### config.mk
export PLATFORM = sky130hd
export DESIGN_NAME = block_average_downsampler_core
export DESIGN_NICKNAME = d
export VERILOG_FILES = /design/src/sv/bads_pkg.sv /design/src/sv/bads_store.sv /design/src/sv/bads_front.sv /design/src/sv/bads_job_queue.sv /design/src/sv/bads_div.sv /design/src/sv/bads_back.sv /design/src/sv/block_average_downsampler_core.sv
export VERILOG_INCLUDE_DIRS = /design/src /design/src/sv
export SDC_FILE = /design/constraint.sdc
export NUM_CORES = 2
export LEC_CHECK = 0
export BUFFER_PORTS_ARGS = -buffer_cell sky130_fd_sc_hd__buf_2
export CAP_MARGIN = 25
export CORE_ASPECT_RATIO = 1.4
export CORE_UTILIZATION = 54
export DETAILED_ROUTE_END_ITERATION = 12
export PLACE_DENSITY = 0.7
export REMOVE_ABC_BUFFERS = 1
export SLEW_MARGIN = 20
export SYNTH_ARGS = -nofsm -noshare
export SYNTH_HDL_FRONTEND = slang
export SYNTH_SLANG_ARGS = --single-unit
export TNS_END_PERCENT = 100
### constraint.sdc
create_clock -name clock -period 14.05 [get_ports clock]
set_input_delay 2.1075 -clock clock [delete_from_list [all_inputs] [get_ports clock]]
set_output_delay 2.1075 -clock clock [all_outputs]
set_load 0.005 [all_outputs]
### src/sv/block_average_downsampler_core_assert.svh
// ----------------------------------------------------------------------------
// Block average downsampler assertion macros
// Clocked property checks on clock, disabled while reset is high.
// ----------------------------------------------------------------------------
`ifndef BLOCK_AVERAGE_DOWNSAMPLER_CORE_ASSERT_SVH
`define BLOCK_AVERAGE_DOWNSAMPLER_CORE_ASSERT_SVH
`ifndef SYNTH
// Same-cycle implication.
`define BADS_ASSERT_IMP(lbl, ante, cons) \
   lbl: assert property (@(posedge clock) disable iff (reset) (ante) |-> (cons)) \
      else $error("block_average_downsampler_core: assertion failed");
// Next-cycle implication.
`define BADS_ASSERT_NEXT(lbl, ante, cons) \
   lbl: assert property (@(posedge clock) disable iff (reset) (ante) |=> (cons)) \
      else $error("block_average_downsampler_core: assertion failed");
`else
`define BADS_ASSERT_IMP(lbl, ante, cons)
`define BADS_ASSERT_NEXT(lbl, ante, cons)
`endif
`endif

### src/sv/bads_pkg.sv
// ----------------------------------------------------------------------------
// Block average downsampler package
// Shared payload types, job descriptors and register codes.
// ----------------------------------------------------------------------------
`timescale 1ns / 1ps

package bads_pkg;

   // A list holds at most 64 samples, so a length needs 7 bits.
   localparam int LEN_W       = 7;
   localparam int FACTOR_W    = 7;
   localparam int VALUE_W     = 16;
   localparam int ACC_W       = 32;
   localparam int CSR_INDEX_W = 2;
   localparam int CSR_DATA_W  = 16;

   localparam logic [CSR_INDEX_W-1:0] CSR_FACTOR    = 2'd0;
   localparam logic [CSR_INDEX_W-1:0] CSR_MAX_VALUE = 2'd1;

   localparam logic [FACTOR_W-1:0] FACTOR_RESET    = 7'd1;
   localparam logic [VALUE_W-1:0]  MAX_VALUE_RESET = 16'hFFFF;

   typedef struct packed {
      logic [15:0] sample;
      logic        last_in;
   } req_type;

   typedef struct packed {
      logic [15:0] average;
      logic        last_out;
   } rsp_type;

   typedef struct packed {
      logic [LEN_W-1:0] len;
      logic             bank;
   } job_type;

   typedef struct packed {
      logic valid;
      logic bank;
   } done_type;

   typedef struct packed {
      logic full;
      logic empty;
   } qstat_type;

endpackage

### src/sv/bads_store.sv
// ----------------------------------------------------------------------------
// Block average downsampler sample store
// Two banks of sample memory, one write port and one registered read port.
// ----------------------------------------------------------------------------
`timescale 1ns / 1ps

module bads_store #(
   parameter int MAX_SAMPLES = 64,
   parameter int SAMPLE_BITS = 16
) (
   input  logic                               clock,
   input  logic                               wr_en,
   input  logic [$clog2(MAX_SAMPLES):0]       wr_addr,
   input  logic [SAMPLE_BITS-1:0]             wr_data,
   input  logic                               rd_en,
   input  logic [$clog2(MAX_SAMPLES):0]       rd_addr,
   output logic [SAMPLE_BITS-1:0]             rd_data
);

   localparam int AW    = $clog2(MAX_SAMPLES);
   localparam int DEPTH = 2 ** (AW + 1);

   logic [SAMPLE_BITS-1:0] mem [DEPTH];
   logic [SAMPLE_BITS-1:0] rd_data_ff;

   always_ff @(posedge clock) begin
      if (wr_en) begin
         mem[wr_addr] <= wr_data;
      end
      if (rd_en) begin
         rd_data_ff <= mem[rd_addr];
      end
   end

   assign rd_data = rd_data_ff;

endmodule

### src/sv/bads_front.sv
// ----------------------------------------------------------------------------
// Block average downsampler front end
// Loads samples into the free bank and hands each finished list to the queue.
// ----------------------------------------------------------------------------
`timescale 1ns / 1ps

module bads_front import bads_pkg::*; #(
   parameter int MAX_SAMPLES = 64,
   parameter int SAMPLE_BITS = 16
) (
   input  logic                         clock,
   input  logic                         reset,
   input  logic                         start,
   input  req_type                      req_data,
   output logic                         busy,
   output logic                         wr_en,
   output logic [$clog2(MAX_SAMPLES):0] wr_addr,
   output logic [SAMPLE_BITS-1:0]       wr_data,
   output logic                         push,
   output job_type                      push_job,
   input  done_type                     done
);

   localparam int AW    = $clog2(MAX_SAMPLES);
   localparam int CNT_W = $clog2(MAX_SAMPLES + 1);
   localparam logic [CNT_W-1:0] CNT_MAX = CNT_W'(MAX_SAMPLES);

   logic [CNT_W-1:0] count_ff, count_in;
   logic             bank_ff, bank_in;
   logic [1:0]       bank_busy_ff, bank_busy_in;
   logic             accept;
   logic             room;
   logic [CNT_W-1:0] count_next;

   assign busy   = bank_busy_ff[bank_ff];
   assign accept = start && !busy;
   assign room   = count_ff < CNT_MAX;

   assign count_next = room ? count_ff + CNT_W'(1) : count_ff;

   // Samples past the capacity are dropped; a marked one still closes the list.
   assign wr_en   = accept && room;
   assign wr_addr = {bank_ff, count_ff[AW-1:0]};
   assign wr_data = SAMPLE_BITS'(req_data.sample);

   assign push          = accept && req_data.last_in;
   assign push_job.len  = LEN_W'(count_next);
   assign push_job.bank = bank_ff;

   always_comb begin
      count_in     = count_ff;
      bank_in      = bank_ff;
      bank_busy_in = bank_busy_ff;
      if (done.valid) begin
         bank_busy_in[done.bank] = 1'b0;
      end
      if (accept) begin
         if (req_data.last_in) begin
            count_in              = '0;
            bank_in               = !bank_ff;
            bank_busy_in[bank_ff] = 1'b1;
         end else begin
            count_in = count_next;
         end
      end
   end

   always_ff @(posedge clock) begin
      if (reset) begin
         count_ff     <= '0;
         bank_ff      <= 1'b0;
         bank_busy_ff <= '0;
      end else begin
         count_ff     <= count_in;
         bank_ff      <= bank_in;
         bank_busy_ff <= bank_busy_in;
      end
   end

endmodule

### src/sv/bads_job_queue.sv
// ----------------------------------------------------------------------------
// Block average downsampler job queue
// Two-entry queue of finished lists between the front end and the back end.
// ----------------------------------------------------------------------------
`timescale 1ns / 1ps

module bads_job_queue import bads_pkg::*; (
   input  logic      clock,
   input  logic      reset,
   input  logic      push,
   input  job_type   push_job,
   input  logic      pop,
   output job_type   head,
   output qstat_type stat
);

   job_type    entry_ff [2];
   logic       wr_ptr_ff, rd_ptr_ff;
   logic [1:0] count_ff;

   assign head       = entry_ff[rd_ptr_ff];
   assign stat.full  = count_ff == 2'd2;
   assign stat.empty = count_ff == 2'd0;

   always_ff @(posedge clock) begin
      if (push) begin
         entry_ff[wr_ptr_ff] <= push_job;
      end
   end

   always_ff @(posedge clock) begin
      if (reset) begin
         wr_ptr_ff <= 1'b0;
         rd_ptr_ff <= 1'b0;
         count_ff  <= '0;
      end else begin
         if (push) begin
            wr_ptr_ff <= !wr_ptr_ff;
         end
         if (pop) begin
            rd_ptr_ff <= !rd_ptr_ff;
         end
         count_ff <= count_ff + 2'(push) - 2'(pop);
      end
   end

endmodule

### src/sv/bads_div.sv
// ----------------------------------------------------------------------------
// Block average downsampler divider
// Restoring divider, one quotient bit per cycle, small divisor.
// ----------------------------------------------------------------------------
`timescale 1ns / 1ps

module bads_div import bads_pkg::*; (
   input  logic                clock,
   input  logic                reset,
   input  logic                start,
   input  logic [ACC_W-1:0]    dividend,
   input  logic [FACTOR_W-1:0] divisor,
   output logic                done,
   output logic [ACC_W-1:0]    quotient
);

   localparam int SW = $clog2(ACC_W);
   localparam logic [SW-1:0] STEP_LAST = SW'(ACC_W - 1);

   logic                run_ff;
   logic [SW-1:0]       step_ff;
   logic [FACTOR_W:0]   rem_ff;
   logic [ACC_W-1:0]    quo_ff;
   logic [FACTOR_W-1:0] dsr_ff;
   logic                done_ff;
   logic [FACTOR_W:0]   rem_shift;
   logic                fits;

   assign rem_shift = {rem_ff[FACTOR_W-1:0], quo_ff[ACC_W-1]};
   assign fits      = rem_shift >= {1'b0, dsr_ff};

   always_ff @(posedge clock) begin
      if (start) begin
         rem_ff <= '0;
         quo_ff <= dividend;
         dsr_ff <= divisor;
      end else if (run_ff) begin
         rem_ff <= fits ? rem_shift - {1'b0, dsr_ff} : rem_shift;
         quo_ff <= {quo_ff[ACC_W-2:0], fits};
      end
   end

   always_ff @(posedge clock) begin
      if (reset) begin
         run_ff  <= 1'b0;
         step_ff <= '0;
         done_ff <= 1'b0;
      end else begin
         done_ff <= 1'b0;
         if (start) begin
            run_ff  <= 1'b1;
            step_ff <= '0;
         end else if (run_ff) begin
            step_ff <= step_ff + SW'(1);
            if (step_ff == STEP_LAST) begin
               run_ff  <= 1'b0;
               done_ff <= 1'b1;
            end
         end
      end
   end

   assign done     = done_ff;
   assign quotient = quo_ff;

endmodule

### src/sv/bads_back.sv
// ----------------------------------------------------------------------------
// Block average downsampler back end
// Takes one list at a time, passes it through or sums and divides its buckets.
// ----------------------------------------------------------------------------
`timescale 1ns / 1ps

module bads_back import bads_pkg::*; #(
   parameter int MAX_SAMPLES = 64,
   parameter int SAMPLE_BITS = 16
) (
   input  logic                         clock,
   input  logic                         reset,
   input  qstat_type                    q_stat,
   input  job_type                      head,
   output logic                         pop,
   input  logic [FACTOR_W-1:0]          factor,
   input  logic [VALUE_W-1:0]           max_value,
   output logic                         rd_en,
   output logic [$clog2(MAX_SAMPLES):0] rd_addr,
   input  logic [SAMPLE_BITS-1:0]       rd_data,
   output logic                         div_start,
   output logic [ACC_W-1:0]             div_dividend,
   output logic [FACTOR_W-1:0]          div_divisor,
   input  logic                         div_done,
   input  logic [ACC_W-1:0]             div_quotient,
   output logic                         rsp_valid,
   output rsp_type                      rsp_data,
   output done_type                     done
);

   localparam int AW = $clog2(MAX_SAMPLES);
   localparam logic [63:0] MASK64 = (64'd1 << SAMPLE_BITS) - 64'd1;
   localparam logic [ACC_W-1:0] SMASK = MASK64[ACC_W-1:0];

   typedef enum logic [3:0] {
      ST_IDLE, ST_CLASSIFY, ST_CNT_GO, ST_CNT_WAIT, ST_PT_RD, ST_PT_OUT,
      ST_SUM_RD, ST_SUM_ACC, ST_AVG_GO, ST_AVG_WAIT
   } state_type;

   state_type           state_ff, state_in;
   logic [LEN_W-1:0]    len_ff, len_in;
   logic                bank_ff, bank_in;
   logic [FACTOR_W-1:0] f_ff, f_in;
   logic [FACTOR_W-1:0] b_ff, b_in;
   logic [LEN_W-1:0]    nb_ff, nb_in;
   logic [LEN_W-1:0]    bucket_ff, bucket_in;
   logic [LEN_W-1:0]    idx_ff, idx_in;
   logic [LEN_W-1:0]    cnt_ff, cnt_in;
   logic [ACC_W-1:0]    acc_ff, acc_in;
   logic                rsp_valid_ff, rsp_valid_in;
   rsp_type             rsp_data_ff, rsp_data_in;
   done_type            done_ff, done_in;

   logic [LEN_W-1:0]    d_quo;
   logic                last_bkt;
   logic [LEN_W-1:0]    idx_nx;
   logic [LEN_W-1:0]    cnt_nx;
   logic [ACC_W-1:0]    avg;

   assign d_quo    = div_quotient[LEN_W-1:0];
   assign last_bkt = bucket_ff == nb_ff - LEN_W'(1);
   assign idx_nx   = idx_ff + LEN_W'(1);
   assign cnt_nx   = cnt_ff + LEN_W'(1);

   // Only the final bucket is clamped.
   assign avg = (last_bkt && div_quotient > ACC_W'(max_value)) ? ACC_W'(max_value)
                                                               : div_quotient;

   assign pop          = state_ff == ST_IDLE && !q_stat.empty;
   assign rd_en        = state_ff == ST_PT_RD || state_ff == ST_SUM_RD;
   assign rd_addr      = {bank_ff, idx_ff[AW-1:0]};
   assign div_start    = state_ff == ST_CNT_GO || state_ff == ST_AVG_GO;
   assign div_dividend = (state_ff == ST_CNT_GO) ? ACC_W'(len_ff) : acc_ff;
   assign div_divisor  = (state_ff == ST_CNT_GO) ? f_ff : b_ff;

   always_comb begin
      state_in     = state_ff;
      len_in       = len_ff;
      bank_in      = bank_ff;
      f_in         = f_ff;
      b_in         = b_ff;
      nb_in        = nb_ff;
      bucket_in    = bucket_ff;
      idx_in       = idx_ff;
      cnt_in       = cnt_ff;
      acc_in       = acc_ff;
      rsp_valid_in = 1'b0;
      rsp_data_in  = rsp_data_ff;
      done_in      = '{valid: 1'b0, bank: bank_ff};

      unique case (state_ff)
         ST_IDLE: begin
            if (!q_stat.empty) begin
               len_in   = head.len;
               bank_in  = head.bank;
               f_in     = (factor == '0) ? FACTOR_W'(1) : factor;
               state_in = ST_CLASSIFY;
            end
         end
         ST_CLASSIFY: begin
            idx_in = '0;
            if (LEN_W'(f_ff) >= len_ff) begin
               state_in = ST_PT_RD;
            end else begin
               state_in = ST_CNT_GO;
            end
         end
         ST_CNT_GO: begin
            state_in = ST_CNT_WAIT;
         end
         ST_CNT_WAIT: begin
            if (div_done) begin
               // More samples per bucket than buckets: the two trade places.
               if (LEN_W'(f_ff) > d_quo) begin
                  b_in  = FACTOR_W'(d_quo);
                  nb_in = LEN_W'(f_ff);
               end else begin
                  b_in  = f_ff;
                  nb_in = d_quo;
               end
               idx_in    = '0;
               cnt_in    = '0;
               bucket_in = '0;
               acc_in    = '0;
               state_in  = ST_SUM_RD;
            end
         end
         ST_PT_RD: begin
            state_in = ST_PT_OUT;
         end
         ST_PT_OUT: begin
            rsp_valid_in         = 1'b1;
            rsp_data_in.average  = VALUE_W'(rd_data);
            rsp_data_in.last_out = idx_nx == len_ff;
            idx_in               = idx_nx;
            if (idx_nx == len_ff) begin
               done_in.valid = 1'b1;
               state_in      = ST_IDLE;
            end else begin
               state_in = ST_PT_RD;
            end
         end
         ST_SUM_RD: begin
            state_in = ST_SUM_ACC;
         end
         ST_SUM_ACC: begin
            acc_in = acc_ff + ACC_W'(rd_data);
            idx_in = idx_nx;
            cnt_in = cnt_nx;
            // The final bucket runs to the end of the list and takes the remainder.
            if (last_bkt ? (idx_nx == len_ff) : (cnt_nx == LEN_W'(b_ff))) begin
               state_in = ST_AVG_GO;
            end else begin
               state_in = ST_SUM_RD;
            end
         end
         ST_AVG_GO: begin
            state_in = ST_AVG_WAIT;
         end
         ST_AVG_WAIT: begin
            if (div_done) begin
               rsp_valid_in         = 1'b1;
               rsp_data_in.average  = VALUE_W'(avg & SMASK);
               rsp_data_in.last_out = last_bkt;
               if (last_bkt) begin
                  done_in.valid = 1'b1;
                  state_in      = ST_IDLE;
               end else begin
                  bucket_in = bucket_ff + LEN_W'(1);
                  cnt_in    = '0;
                  acc_in    = '0;
                  state_in  = ST_SUM_RD;
               end
            end
         end
         default: begin
            state_in = ST_IDLE;
         end
      endcase
   end

   always_ff @(posedge clock) begin
      if (reset) begin
         state_ff     <= ST_IDLE;
         rsp_valid_ff <= 1'b0;
         done_ff      <= '0;
      end else begin
         state_ff     <= state_in;
         rsp_valid_ff <= rsp_valid_in;
         done_ff      <= done_in;
      end
      len_ff      <= len_in;
      bank_ff     <= bank_in;
      f_ff        <= f_in;
      b_ff        <= b_in;
      nb_ff       <= nb_in;
      bucket_ff   <= bucket_in;
      idx_ff      <= idx_in;
      cnt_ff      <= cnt_in;
      acc_ff      <= acc_in;
      rsp_data_ff <= rsp_data_in;
   end

   assign rsp_valid = rsp_valid_ff;
   assign rsp_data  = rsp_data_ff;
   assign done      = done_ff;

endmodule

### src/sv/block_average_downsampler_core.sv
// ----------------------------------------------------------------------------
// Block average downsampler core
// Collects a list of samples and emits its block-averaged copy.
// ----------------------------------------------------------------------------
// Samples enter one per cycle while busy is low; the item that carries
// last_in closes the list. A list no longer than the factor comes back
// unchanged; otherwise it is cut into buckets, and each bucket sum divided by
// the bucket size is emitted, the final bucket also taking the remainder and
// being clamped to max_value. Results appear on rsp_data for exactly one cycle
// under rsp_valid and cannot be held off, so the receiver must take every
// result as it comes. The sample store has two banks, so the next list can
// load while the previous one is processed; busy rises only when both banks
// hold lists not yet finished. Processing a list takes a store read and an
// add per sample (a read and an output when passed through), plus a division
// per bucket and another for the bucket count, on the shared one-bit-per-cycle
// divider. Write factor and max_value only while no list is loading or being
// processed.
// ----------------------------------------------------------------------------
`timescale 1ns / 1ps
`include "block_average_downsampler_core_assert.svh"

module block_average_downsampler_core import bads_pkg::*; #(
   parameter int MAX_SAMPLES = 64,
   parameter int SAMPLE_BITS = 16
) (
   input  logic                   clock,
   input  logic                   reset,
   input  logic                   start,
   output logic                   busy,
   input  req_type                req_data,
   output logic                   rsp_valid,
   output rsp_type                rsp_data,
   input  logic                   csr_valid,
   output logic                   csr_ready,
   input  logic [CSR_INDEX_W-1:0] csr_index,
   input  logic [CSR_DATA_W-1:0]  csr_wdata
);

   localparam int AW = $clog2(MAX_SAMPLES);

   // Configuration registers. Writes to unknown indexes are ignored.
   logic [FACTOR_W-1:0] factor_ff;
   logic [VALUE_W-1:0]  max_value_ff;

   assign csr_ready = 1'b1;

   always_ff @(posedge clock) begin
      if (reset) begin
         factor_ff    <= FACTOR_RESET;
         max_value_ff <= MAX_VALUE_RESET;
      end else if (csr_valid) begin
         if (csr_index == CSR_FACTOR) begin
            factor_ff <= csr_wdata[FACTOR_W-1:0];
         end
         if (csr_index == CSR_MAX_VALUE) begin
            max_value_ff <= csr_wdata[VALUE_W-1:0];
         end
      end
   end

   // Store ports, queue handshake and divider wiring.
   logic                   wr_en;
   logic [AW:0]            wr_addr;
   logic [SAMPLE_BITS-1:0] wr_data;
   logic                   rd_en;
   logic [AW:0]            rd_addr;
   logic [SAMPLE_BITS-1:0] rd_data;
   logic                   job_push;
   job_type                push_job;
   logic                   job_pop;
   job_type                head_job;
   qstat_type              q_stat;
   done_type               job_done;
   logic                   div_start;
   logic [ACC_W-1:0]       div_dividend;
   logic [FACTOR_W-1:0]    div_divisor;
   logic                   div_done;
   logic [ACC_W-1:0]       div_quotient;

   // The front end fills one bank while the back end drains the other.
   bads_front #(
      .MAX_SAMPLES (MAX_SAMPLES),
      .SAMPLE_BITS (SAMPLE_BITS)
   ) u_front (
      .clock    (clock),
      .reset    (reset),
      .start    (start),
      .req_data (req_data),
      .busy     (busy),
      .wr_en    (wr_en),
      .wr_addr  (wr_addr),
      .wr_data  (wr_data),
      .push     (job_push),
      .push_job (push_job),
      .done     (job_done)
   );

   bads_store #(
      .MAX_SAMPLES (MAX_SAMPLES),
      .SAMPLE_BITS (SAMPLE_BITS)
   ) u_store (
      .clock   (clock),
      .wr_en   (wr_en),
      .wr_addr (wr_addr),
      .wr_data (wr_data),
      .rd_en   (rd_en),
      .rd_addr (rd_addr),
      .rd_data (rd_data)
   );

   // Each queued job names a closed list: its length and its bank.
   bads_job_queue u_queue (
      .clock    (clock),
      .reset    (reset),
      .push     (job_push),
      .push_job (push_job),
      .pop      (job_pop),
      .head     (head_job),
      .stat     (q_stat)
   );

   // One divider serves both the bucket count and every bucket average.
   bads_div u_div (
      .clock    (clock),
      .reset    (reset),
      .start    (div_start),
      .dividend (div_dividend),
      .divisor  (div_divisor),
      .done     (div_done),
      .quotient (div_quotient)
   );

   bads_back #(
      .MAX_SAMPLES (MAX_SAMPLES),
      .SAMPLE_BITS (SAMPLE_BITS)
   ) u_back (
      .clock        (clock),
      .reset        (reset),
      .q_stat       (q_stat),
      .head         (head_job),
      .pop          (job_pop),
      .factor       (factor_ff),
      .max_value    (max_value_ff),
      .rd_en        (rd_en),
      .rd_addr      (rd_addr),
      .rd_data      (rd_data),
      .div_start    (div_start),
      .div_dividend (div_dividend),
      .div_divisor  (div_divisor),
      .div_done     (div_done),
      .div_quotient (div_quotient),
      .rsp_valid    (rsp_valid),
      .rsp_data     (rsp_data),
      .done         (job_done)
   );

   // Two banks bound the outstanding lists, so the queue never overflows.
   `BADS_ASSERT_IMP(a_queue_no_overflow, job_push, !q_stat.full || job_pop)
   // The back end only takes a job that is there.
   `BADS_ASSERT_IMP(a_queue_no_underflow, job_pop, !q_stat.empty)
   // After the final value of a run, the back end must go back for a new job.
   `BADS_ASSERT_NEXT(a_gap_after_last, rsp_valid && rsp_data.last_out, !rsp_valid)

endmodule
==> impl_summary.md <==
Status
The run finished with clean final reports.

STA
The worst pin sits at a relative slew slack of 22.62%. At the pin with the least slew margin, the transition time is 1.161 ns. Setup repair after global routing left no endpoint under its margin. Across the routed clock network, the largest skew measured is 0.02816 ns. The number of pins with negative max-slew slack in the final report came to 0. Setup violations remaining at the end of the flow were counted as 0.

The final critical-path required period is 5.148 ns. Dividing the final minimum period by the clock period gives 36.64%. Timing would allow up to 194.3 MHz. The hold violation count in the final report is 0.

Logic synthesis
The count of flip-flops with a built-in enable after synthesis is 2218. The number of synthesized register bits is 2276. The mean instance size in the synthesized netlist is 20.34 sq um.

The most common cell in the synthesized netlist is sky130_fd_sc_hd__edfxtp_1. The synthesized instance count is 4460. The main flop type after synthesis is sky130_fd_sc_hd__edfxtp_1. In the post-synthesis netlist, the biggest area contributors are sky130_fd_sc_hd__edfxtp_1 73%, sky130_fd_sc_hd__mux4_2 15%, sky130_fd_sc_hd__dfxtp_1 1.3%. The count of synthesis-stage warnings from yosys is 0. By count the netlist is led by 2218 x sky130_fd_sc_hd__edfxtp_1, 608 x sky130_fd_sc_hd__mux4_2, 227 x sky130_fd_sc_hd__nor2_1. Of the synthesized area, sequential elements account for 74.70%. The biggest area consumer among synthesized cells is sky130_fd_sc_hd__edfxtp_1.

The async set-reset flop share out of synthesis is 0%. Counting distinct cell types in the post-synthesis netlist gives 70. The cell area after synthesis is 90720 sq um. The share of synthesized area in the top cell type comes to 73.42%.

Layout
The relative area change from synthesis to final layout is 11.18%. Of the cells placed in the final design, the portion with a size suffix greater than 1 is 25.21%. Cells fill 60.57% of the core in the end. The summed area of non-filler cells in the final layout is 100900 sq um. The final layout net count is 4776.

Critical path
The critical path endpoint category is a flop. In this run the critical register-to-register path is captured at u_store.rd_data[10]. The most critical setup path has its startpoint at u_back.idx_ff[0]. In this run the worst path has a maximum fanout of 97. In this run the register-to-register setup slack is 8.90 ns. At the worst endpoint, the required time is 14.65 ns. The critical setup path kind is reg -> reg. Measured in cells, the most critical reg-to-reg path has a length of 8. At the worst endpoint, the arrival time is 5.75 ns. The worst setup path is launched from a flop. The startpoint identified for the worst register-to-register timing path is u_back.idx_ff[0].

Min path
The worst hold path cell count is 0. For hold timing, the worst endpoint is u_back.f_ff[1]. The type of the most critical hold path is reg -> reg. The startpoint identified for the worst hold timing path is factor_ff[1].

CTS
After clock tree synthesis, the flow added hold-fix buffers numbering 0. CTS saw 2276 sinks. The H-tree was split into 4 levels. The number of gates resized after cts is 0.

TritonCTS built the clock tree. Post-CTS timing repair inserted 0 buffers for setup. The total CTS buffers is 196. Clock tree synthesis selected as its root buffer the cell sky130_fd_sc_hd__clkbuf_16. Clock-pin slew was measured on the worst setup and hold paths at 0.07 ns. Clock latency on the worst-skew pair, taken at its later pin, is 0.86 ns. The clock passes through at most 3 buffers.

Detailed routing
The met2 layer wire length in the routed design is 112700 um. Once detail routing completed, the nets flagged for antenna violations numbered 0. After detailed routing, the number of remaining DRC violations is 0. The length of the first detailed-routing pass in iterations is 6.

The routed length per instance is 31.31 um. Summing over every cut layer, the via total after detailed routing is 45290. After detailed routing, the met3 layer carries 16970 um of wire. The detailed-route wire length on metal 1 is 81180 um. The sum of routed wire length over all layers is 221500 um. The per-cell via count in the routed design is 6.400. The uppermost layer routed is met4.

For this block, the initial DRC count from the detailed router was 5066.

Floorplan
The area of the core is 166500 sq um. The floorplan die width is 348.4 um. The die is 487.0 um tall. The count of standard-cell rows is 177. The floorplan step defined a die boundary enclosing 169700 sq um. Once the floorplan was initialized, standard cells occupied 54.47% of the core. The number of primary I/O pins is 59.

Place
Routability-driven placement finished with a final weighted congestion of 0.8779. The half-perimeter wire length after placement is 133300 um. The post-placement cell area is 94450 sq um.

The number of buffer cells added on primary ports is 57.

Job
The max-cap check violation count is 0.

Power
The power per unit of standard cell area is 157.4 nW/um^2. The maximum resistive drop on vdd is 133.8 uV. The static leakage power is 32.07 nW. The design draws 0.01588 W.

Global route
Across every metal layer, demand over resource in global routing totals 26.39%. The largest net degree at the start of global routing is 145. The first global-routing pass estimated 319000 um of wire. The initial antenna violation count was 2. The total overflow left after global routing is 0. The number of global-route vias before repair is 45700.
-- cells by family (layout without fill, tap and decap cells) --
family	count (synthesis)	after routing	share of synthesized area, %
flip-flops	2276	2276	74.70
AND/OR/NAND/NOR	723	723	3.724
multiplexers	719	719	16.36
buffers and inverters	313	688	1.487
AO/OA/AOI/OAI	308	308	2.198
adder cells (fa/ha/maj)	64	64	0.8992
XOR/XNOR	56	56	0.6330
other	1	5	0.004134
-- worst max path at each step --
stage	end	slack [ns]	cells after the start
after global placement	u_store.rd_data[15]	8.41	8
final	u_store.rd_data[10]	8.90	8
after global routing	u_store.rd_data[10]	8.71	8
after floorplan	u_back.state_ff[1]	-8.38	8
after CTS	u_store.rd_data[10]	8.37	8
after detailed placement	u_store.rd_data[10]	8.36	8
-- worst max-delay path, stage by stage, from the launching register on --
cell and delay (ns):
sky130_fd_sc_hd__edfxtp_1 0.46, sky130_fd_sc_hd__buf_12 0.57, sky130_fd_sc_hd__buf_4 0.52, sky130_fd_sc_hd__buf_4 0.65
sky130_fd_sc_hd__mux4_2 0.59, sky130_fd_sc_hd__mux4_2 0.57, sky130_fd_sc_hd__a22oi_1 0.89, sky130_fd_sc_hd__nand4_1 0.20
sky130_fd_sc_hd__or2_1 0.29
-- metrics by stage --
step	TNS, ns	hold slack [ns]	worst slack (ns)	cells
after floorplan	-208.57	0.4298	-8.378	4214
after global placement	0	0.4593	8.411	6698
after detailed placement	0	0.4629	8.364	6706
after CTS	0	0.4679	8.365	7066
after global routing	0	0.4761	8.707	7073
final	0	0.4685	8.902	7076
-- cell usage in the layout (no fill, tap or decap), types with 9 or more instances in the layout --
cell / netlist / layout
sky130_fd_sc_hd__mux4_2: 608 / 608
sky130_fd_sc_hd__clkinv_1: 0 / 39
sky130_fd_sc_hd__o31ai_1: 9 / 9
sky130_fd_sc_hd__clkbuf_1: 146 / 33
sky130_fd_sc_hd__inv_1: 67 / 67
sky130_fd_sc_hd__mux2i_1: 81 / 81
sky130_fd_sc_hd__nor3_1: 24 / 24
sky130_fd_sc_hd__xnor2_1: 28 / 28
sky130_fd_sc_hd__or2_1: 16 / 16
sky130_fd_sc_hd__nand2_1: 203 / 203
sky130_fd_sc_hd__buf_2: 52 / 41
sky130_fd_sc_hd__nor2_2: 0 / 11
sky130_fd_sc_hd__buf_4: 9 / 203
sky130_fd_sc_hd__nand4_1: 64 / 64
sky130_fd_sc_hd__and3_1: 14 / 14
sky130_fd_sc_hd__bufinv_16: 0 / 17
sky130_fd_sc_hd__o211ai_1: 36 / 36
sky130_fd_sc_hd__o21ai_0: 51 / 50
sky130_fd_sc_hd__nand3_1: 82 / 81
sky130_fd_sc_hd__nor2_1: 227 / 215
sky130_fd_sc_hd__xor2_1: 22 / 22
sky130_fd_sc_hd__nor2b_1: 23 / 21
sky130_fd_sc_hd__a22oi_1: 59 / 59
sky130_fd_sc_hd__edfxtp_1: 2218 / 2218
sky130_fd_sc_hd__dfxtp_1: 58 / 58
sky130_fd_sc_hd__clkinvlp_4: 0 / 16
sky130_fd_sc_hd__a21oi_1: 86 / 86
sky130_fd_sc_hd__clkinv_2: 0 / 40
sky130_fd_sc_hd__a21o_1: 13 / 13
sky130_fd_sc_hd__mux2_2: 30 / 30
sky130_fd_sc_hd__ha_1: 62 / 62
sky130_fd_sc_hd__clkbuf_16: 0 / 197
sky130_fd_sc_hd__or4_1: 9 / 9
sky130_fd_sc_hd__a211oi_1: 9 / 9
-- registers in the layout, indices dropped and copies added (netlist names), 16 cells and up --
| register | cells |
|---|---|
| u_store.rd_data | 16 |
| u_back.rsp_data | 17 |
| u_queue.entry_ff | 16 |
| u_div.quotient | 32 |
| u_back.acc_ff | 32 |
| max_value_ff | 16 |
| u_store.mem | 2048 |
-- final cells by class --
class / instances / area [sq um]
Antenna cell: 4 / 10.01
Inverter: 67 / 251.5
Clock buffer: 230 / 5054
Clock inverter: 130 / 1239
Tap cell: 2237 / 2799
Fill cell: 11590 / 65670
Timing Repair Buffer: 261 / 2043
Multi-Input combinational cell: 1871 / 21700
Sequential cell: 2276 / 67770
-- report_power, final --
group / internal (W) / switching, W / total (W) / leakage [nW]
clock network: 0.00290 / 0.00245 / 0.00535 / 3.05
logic: 0.00122 / 0.00162 / 0.00284 / 8.62
registers: 0.00758 / 0.000111 / 0.00769 / 20.4
total: 0.0117 / 0.00417 / 0.0159 / 32.1
-- per-layer routing --
layer,track usage [%],vias to the layer above
li1,-,18820
met1,33.92,23940
met2,44.29,2108
met3,4.466,419
met4,12.01,0
met5,0,-
Note: power is estimated with default switching activity, not from simulation.
